==> config.mk <==
export PLATFORM = sky130hd
export DESIGN_NAME = va_queue
export DESIGN_NICKNAME = d
export VERILOG_FILES = /design/src/rtl/va_queue.sv
export SDC_FILE = /design/constraint.sdc
export NUM_CORES = 1
export LEC_CHECK = 0
export ABC_AREA = 0
export BUFFER_PORTS_ARGS = -buffer_cell sky130_fd_sc_hd__buf_2
export CORE_MARGIN = 10
export CORE_UTILIZATION = 48
export DETAILED_ROUTE_END_ITERATION = 6
export PLACE_DENSITY = 0.85
export SETUP_SLACK_MARGIN = 0.02
export SYNTH_ARGS = -nofsm -noshare
export SYNTH_HDL_FRONTEND = slang
export SYNTH_SLANG_ARGS = --single-unit
==> constraint.sdc <==
create_clock -name clk_i -period 1.9 [get_ports clk_i]
set_clock_uncertainty 0.05 [all_clocks]
set_input_delay 0.38 -clock clk_i [delete_from_list [all_inputs] [get_ports clk_i]]
set_output_delay 0.38 -clock clk_i [all_outputs]
set_load 0.05 [all_outputs]
==> src/rtl/va_queue.sv <==
module va_queue #(
  parameter int unsigned WIDTH = 8
) (
  input  logic             clk_i,
  input  logic             rst_ni,
  input  logic             push_i,
  input  logic [WIDTH-1:0] wdata_i,
  output logic             full_o,
  input  logic             pop_i,
  output logic [WIDTH-1:0] rdata_o,
  output logic             empty_o
);

  logic [WIDTH-1:0] mem_q [2];
  logic             wr_ptr_q, rd_ptr_q;
  logic [1:0]       cnt_q;
  logic             do_push, do_pop;

  // handshake qualifiers
  assign full_o  = (cnt_q == 2'd2);
  assign empty_o = (cnt_q == 2'd0);
  assign do_push = push_i && !full_o;
  assign do_pop  = pop_i && !empty_o;
  assign rdata_o = mem_q[rd_ptr_q];

  // pointers and fill count
  always_ff @(posedge clk_i or negedge rst_ni) begin
    if (!rst_ni) begin
      wr_ptr_q <= 1'b0;
      rd_ptr_q <= 1'b0;
      cnt_q    <= 2'd0;
    end else begin
      if (do_push) wr_ptr_q <= !wr_ptr_q;
      if (do_pop)  rd_ptr_q <= !rd_ptr_q;
      if (do_push && !do_pop) cnt_q <= cnt_q + 2'd1;
      else if (do_pop && !do_push) cnt_q <= cnt_q - 2'd1;
    end
  end

  // storage
  always_ff @(posedge clk_i) begin
    if (do_push) mem_q[wr_ptr_q] <= wdata_i;
  end

endmodule

-- After elaboration in Yosys (flattened, before gate mapping)
Memory sizes are Yosys's and may differ from the RTL's.
Index checks and enable logic that the tools add are counted.
- add/subtract/negate cells: 2
- multiply operators: 0
- div/mod/pow operators: 0
- order comparisons: 0
- eq/ne operators: 1
- shift-type cells: 0
- multiplexer cells: 4
- bitwise gates (word level): 0
- reductions and logical operators: 12
- operator list (kind ; count):
    logical NOT 1 bit ; 6
    logical AND 1 bit ; 4
    2-to-1 mux 2 bit ; 2
    adder 2 x 1 -> 2 bit, second input constant ; 1
    equality test 2 bit, second input constant ; 1
    logical NOT 2 bit ; 1
    2-to-1 mux 1 bit ; 2
    nonzero test 2 bit ; 1
    subtractor 2 x 1 -> 2 bit, second input constant ; 1
- flip-flop bits (word level): 4
- latch bits: 0
- RAM bits: 16
- bits in read-only memories: 0
- bits of input ports: 12
- output and inout bits: 10
- logic and storage cells: 23
- memories kept: 1
- memories (memory ; depth ; width ; rd ports ; clocked after memory_dff ; wr ports ; line ; RTL):
    mem_q ; 2 ; 8 ; 1 ; 0 ; 1 ; 14 ; logic [WIDTH-1:0] mem_q [2];

-- Depth between registers and ports, before layout
- depth after elaboration: 7
- depth in mapped cells: 7
- mapped depth without buffers: 7

-- Worst setup path after synthesis
Ideal clock, no wire load.
- path kind: register to output
- start: reg cnt_q[0]
- end: out empty_o
- data arrival time: 1067 ps
- data required time: 1470 ps
- path slack: 403 ps
- stages on the path, launching flop included: 2
- buffers on the path: 0
- cell sequence: dfrtp_1 -> nor2_1
- cells in the longest elaborated chain, start to end: 1
- ends and longest elaborated chain (element ; line ; RTL):
    start, declared ; 16 ; logic [1:0] cnt_q;
    start signal, assigned ; 35 ; if (do_push && !do_pop) cnt_q <= cnt_q + 2'd1;
    start signal, assigned ; 36 ; else if (do_pop && !do_push) cnt_q <= cnt_q - 2'd1;
    logical NOT 2 bit ; 21 ; assign empty_o = (cnt_q == 2'd0);
    end, declared ; 11 ; output logic empty_o
No other way between the ends.

-- Worst setup path after layout
- start: reg rd_ptr_q
- end: out rdata_o[7]
- cells in the longest elaborated chain, start to end: 1
- ends and longest elaborated chain (element ; line ; RTL):
    start, declared ; 15 ; logic wr_ptr_q, rd_ptr_q;
    start signal, assigned ; 34 ; if (do_pop) rd_ptr_q <= !rd_ptr_q;
    memory read (2 x 8 bit) ; -- ;
    end, declared ; 10 ; output logic [WIDTH-1:0] rdata_o,
No other way between the ends.

==> results_tabular.tex <==
\begin{tabular}{lr}
\hline
Metric & Value \\
\hline
\multicolumn{2}{l}{\textbf{Outcome}} \\
Result of the run & completed \\
\multicolumn{2}{l}{\textbf{Placed design}} \\
Final RePlAce weighted congestion & between 0.6 and 0.7 \\
Worst slack at placement & 323 ps \\
Count of port buffers added during placement & 21 \\
Number of placed instances with taps included & between 80 and 90 \\
Total cell area at the placement stage & slightly above 900 um2 \\
\multicolumn{2}{l}{\textbf{CTS}} \\
Clock transition at the registers of the reported paths & roughly 100 ps \\
Maximum buffer depth of the clock tree & 2 \\
TritonCTS buffer count & 3 \\
Clk sinks & 20 \\
H-tree depth reported by CTS & 1 \\
Clock root buffer & clkbuf\_4 \\
CTS tree & done \\
Insertion delay to the later sink of the worst-skew pair & roughly 290 ps \\
\multicolumn{2}{l}{\textbf{Power and ir drop}} \\
Fraction of power consumed by the clock network & 0.118 \\
Static Leakage & between 0.3 and 0.4 nW \\
Pwr Total & around 1.7 mW \\
Power share of the sequential group & 0.425 \\
Power Dens Cells & around 1800 nW/um2 \\
Gate power share & 0.457 \\
Largest voltage drop on the vdd net & between 0.9 and 1 mV \\
Internal power consumption & 0.928 mW \\
Net switching power figure & between 0.7 and 0.8 mW \\
Share of total power consumed by net switching & 0.442 \\
\multicolumn{2}{l}{\textbf{Setup path}} \\
Worst endpoint data arrival time & between 1000 and 1500 ps \\
Critical Setup Path Class & flip-flop to output pin \\
Beginning of the critical path & rd\_ptr\_q\$\_DFFE\_PN0P\_ \\
Maximum net fanout on the critical path & 9 \\
Launching element type of the critical path & flip-flop \\
Beginning of the worst register-to-register path & cnt\_q[0]\$\_DFFE\_PN0P\_ \\
Worst reg-to-reg path cell count & 7 \\
Endpoint type of the worst setup path & output pin \\
CP Data Required Time & $\sim$1500 ps \\
\multicolumn{2}{l}{\textbf{Timing}} \\
\# setup viols final & 0 \\
Max Freq & roughly 0.56 GHz \\
Final-report max-slew violation count & 0 \\
Final setup margin & between 100 and 150 ps \\
Share of the clock period used by the worst path after layout & 0.938 \\
Worst hold margin & $\sim$220 ps \\
Worst-Margin Slew & $\sim$380 ps \\
Total Negative Setup Slacks & 0 ps \\
Headroom to the max-slew limit & 0.747 \\
Final number of hold-violating endpoints & 0 \\
Setup repair after global routing missed its margin & no \\
Minimum period implied by the final worst setup slack & approximately 1800 ps \\
\multicolumn{2}{l}{\textbf{Routing}} \\
Via count normalized by instance count & 4.98 \\
Average wire per cell in the routed design & 14.9 um \\
Residual DRC count & 0 \\
Initial DRC Count & 7 \\
Number of nets still failing antenna checks after routing & 0 \\
Final routed wirelength across all metal layers & between 1000 and 1500 um \\
Drt first pass iters & 2 \\
Number of vias after detailed routing & around 430 \\
\multicolumn{2}{l}{\textbf{Cells and area}} \\
Commonest non-fill, non-tap cell in the layout & buf\_2 \\
Post-layout instance count excluding filler cells & 86 \\
Fill count & 127 \\
Count of inserted antenna diode cells & 0 \\
Non-Filler Cell Area, Final & approximately 950 um2 \\
Post-layout util & 0.622 \\
Total Nets Final & between 80 and 90 \\
Highest-count cells in the layout ignoring fill and taps & buf\_2 (21), edfxtp\_1 (16), mux2\_1 (6) \\
Fraction of layout cells with a size suffix above 1 & 0.429 \\
Area growth, synth to finish & 21.1\% \\
\multicolumn{2}{l}{\textbf{Global route}} \\
Maximum number of pins on one net before global-route repair & 12 \\
Final global-route overflow total & 0 \\
Via count of the first global-routing pass & approximately 460 \\
Number of antenna violations at the first check in global routing & 0 \\
Wire length of the first global-routing pass & 2080 um \\
Overall fraction of global-route tracks in use & 0.0748 \\
\multicolumn{2}{l}{\textbf{Synth}} \\
Biggest area consumer among synthesized cells & edfxtp\_1 \\
Syn Inst Count & 44 \\
Post-Syn Nets & 57 \\
Average cell area after synthesis & 17.8 um2 \\
Synthesized cell area & slightly below 800 um2 \\
Netlist cell types & 15 \\
Total of warnings raised by yosys & 0 \\
Register bit total from synthesis & 20 \\
Top cells by area in the synthesized netlist & edfxtp\_1 (61\%), dfrtp\_1 (13\%), mux2\_1 (8.6\%) \\
Share of synthesized area occupied by flip-flops and latches & 0.742 \\
Portion of synthesized cell area occupied by the leading cell type & 0.614 \\
\multicolumn{2}{l}{\textbf{Floorplan}} \\
Row Count & 14 \\
Area inside the core boundary & about 1500 um2 \\
I/O pin cnt & 22 \\
Die X-Extent & between 60 and 70 um \\
Starting density of the core & 0.513 \\
Height of the die & 60.4 um \\
Total die area & around 3600 um2 \\
\multicolumn{2}{l}{\textbf{Min path}} \\
Hold\_sp & wdata\_i[2] \\
Worst hold path stage count & 1 \\
Worst min-delay path category & primary input to flip-flop \\
\multicolumn{2}{l}{\textbf{Flow run}} \\
Number of maximum-capacitance constraint violations & 0 \\
\hline
\end{tabular}
[metal layers]
layer  GRT usage  routed length, um  vias to the layer above
li1            -                  -                      209
met1      0.0851                523                      202
met2       0.119                627                       15
met3      0.0355                126                        2
met4      0.0288                  7                        0
met5           0                  0                        -
[cell type report]
class / instances / area, um2 / area share
Multi-Input combinational cell: 21 / 189 / 0.199
Clock buffer: 3 / 22.5 / 0.0238
Inverter: 2 / 7.51 / 0.00793
Timing Repair Buffer: 23 / 123 / 0.129
Sequential cell: 20 / 582 / 0.614
Tap cell: 16 / 20.0 / 0.0211
Clock inverter: 1 / 3.75 / 0.00396
[flip-flops by register name, summed over array words and instances (netlist names)]
register / flops
cnt_q: 2
wr_ptr_q: 1
rd_ptr_q: 1
mem_q: 16
[worst paths after layout]
kind	slack (ps)	end
hold / removal	220	mem_q[1][2]$_DFFE_PP_
setup / recovery	120	rdata_o[7]
hold reg to reg	470	cnt_q[1]$_DFFE_PN0P_
max in group asynchronous	1300	rd_ptr_q$_DFFE_PN0P_
setup reg to reg	370	cnt_q[1]$_DFFE_PN0P_
min in group asynchronous	350	cnt_q[0]$_DFFE_PN0P_
[synthesized netlist by cell type]
master    instances
edfxtp_1         16
mux2_1            6
dfrtp_1           4
nor2_1            3
inv_1             2
mux2_2            2
xnor2_1           2
xor2_1            2
and3_1            1
buf_2             1
ha_1              1
nand2_2           1
nand2b_1          1
o21ai_1           1
xnor2_2           1
[repair_timing]
action / 4_1_cts / 5_1_grt
setup buffers: 0 / 0
hold endpoints to repair: 4 / 0
endpoints found under the setup margin: 8 / 0
resized for setup: 1 / 0
hold buffers: 1 / 0
[power by group through the flow]
stage | clock, mW | sequential [mW] | combinational, mW
floorplan | 0 | 0.668 | 0.648
global route | 0.221 | 0.728 | 0.812
CTS | 0.204 | 0.711 | 0.772
detailed placement | 0 | 0.719 | 0.765
finish | 0.196 | 0.707 | 0.760
global placement | 0 | 0.710 | 0.760
[cell families (layout without fill, tap and decap cells)]
family | count (synthesis) | after routing | share of synthesized area
adders and majority gates | 1 | 1 | 0.0160
AOI/OAI and AO/OA | 1 | 1 | 0.00639
DFF | 20 | 20 | 0.742
muxes | 8 | 8 | 0.115
buffers and inverters | 3 | 29 | 0.0160
and+or+nand+nor | 6 | 6 | 0.0384
xor gates and xnor gates | 5 | 5 | 0.0656
[worst max-delay path, stage by stage, from the launching register on]
cell	delay [ps]
dfrtp_2	500
mux2_2	360
buf_2	210
No activity file was read; power rests on OpenSTA's default activity.
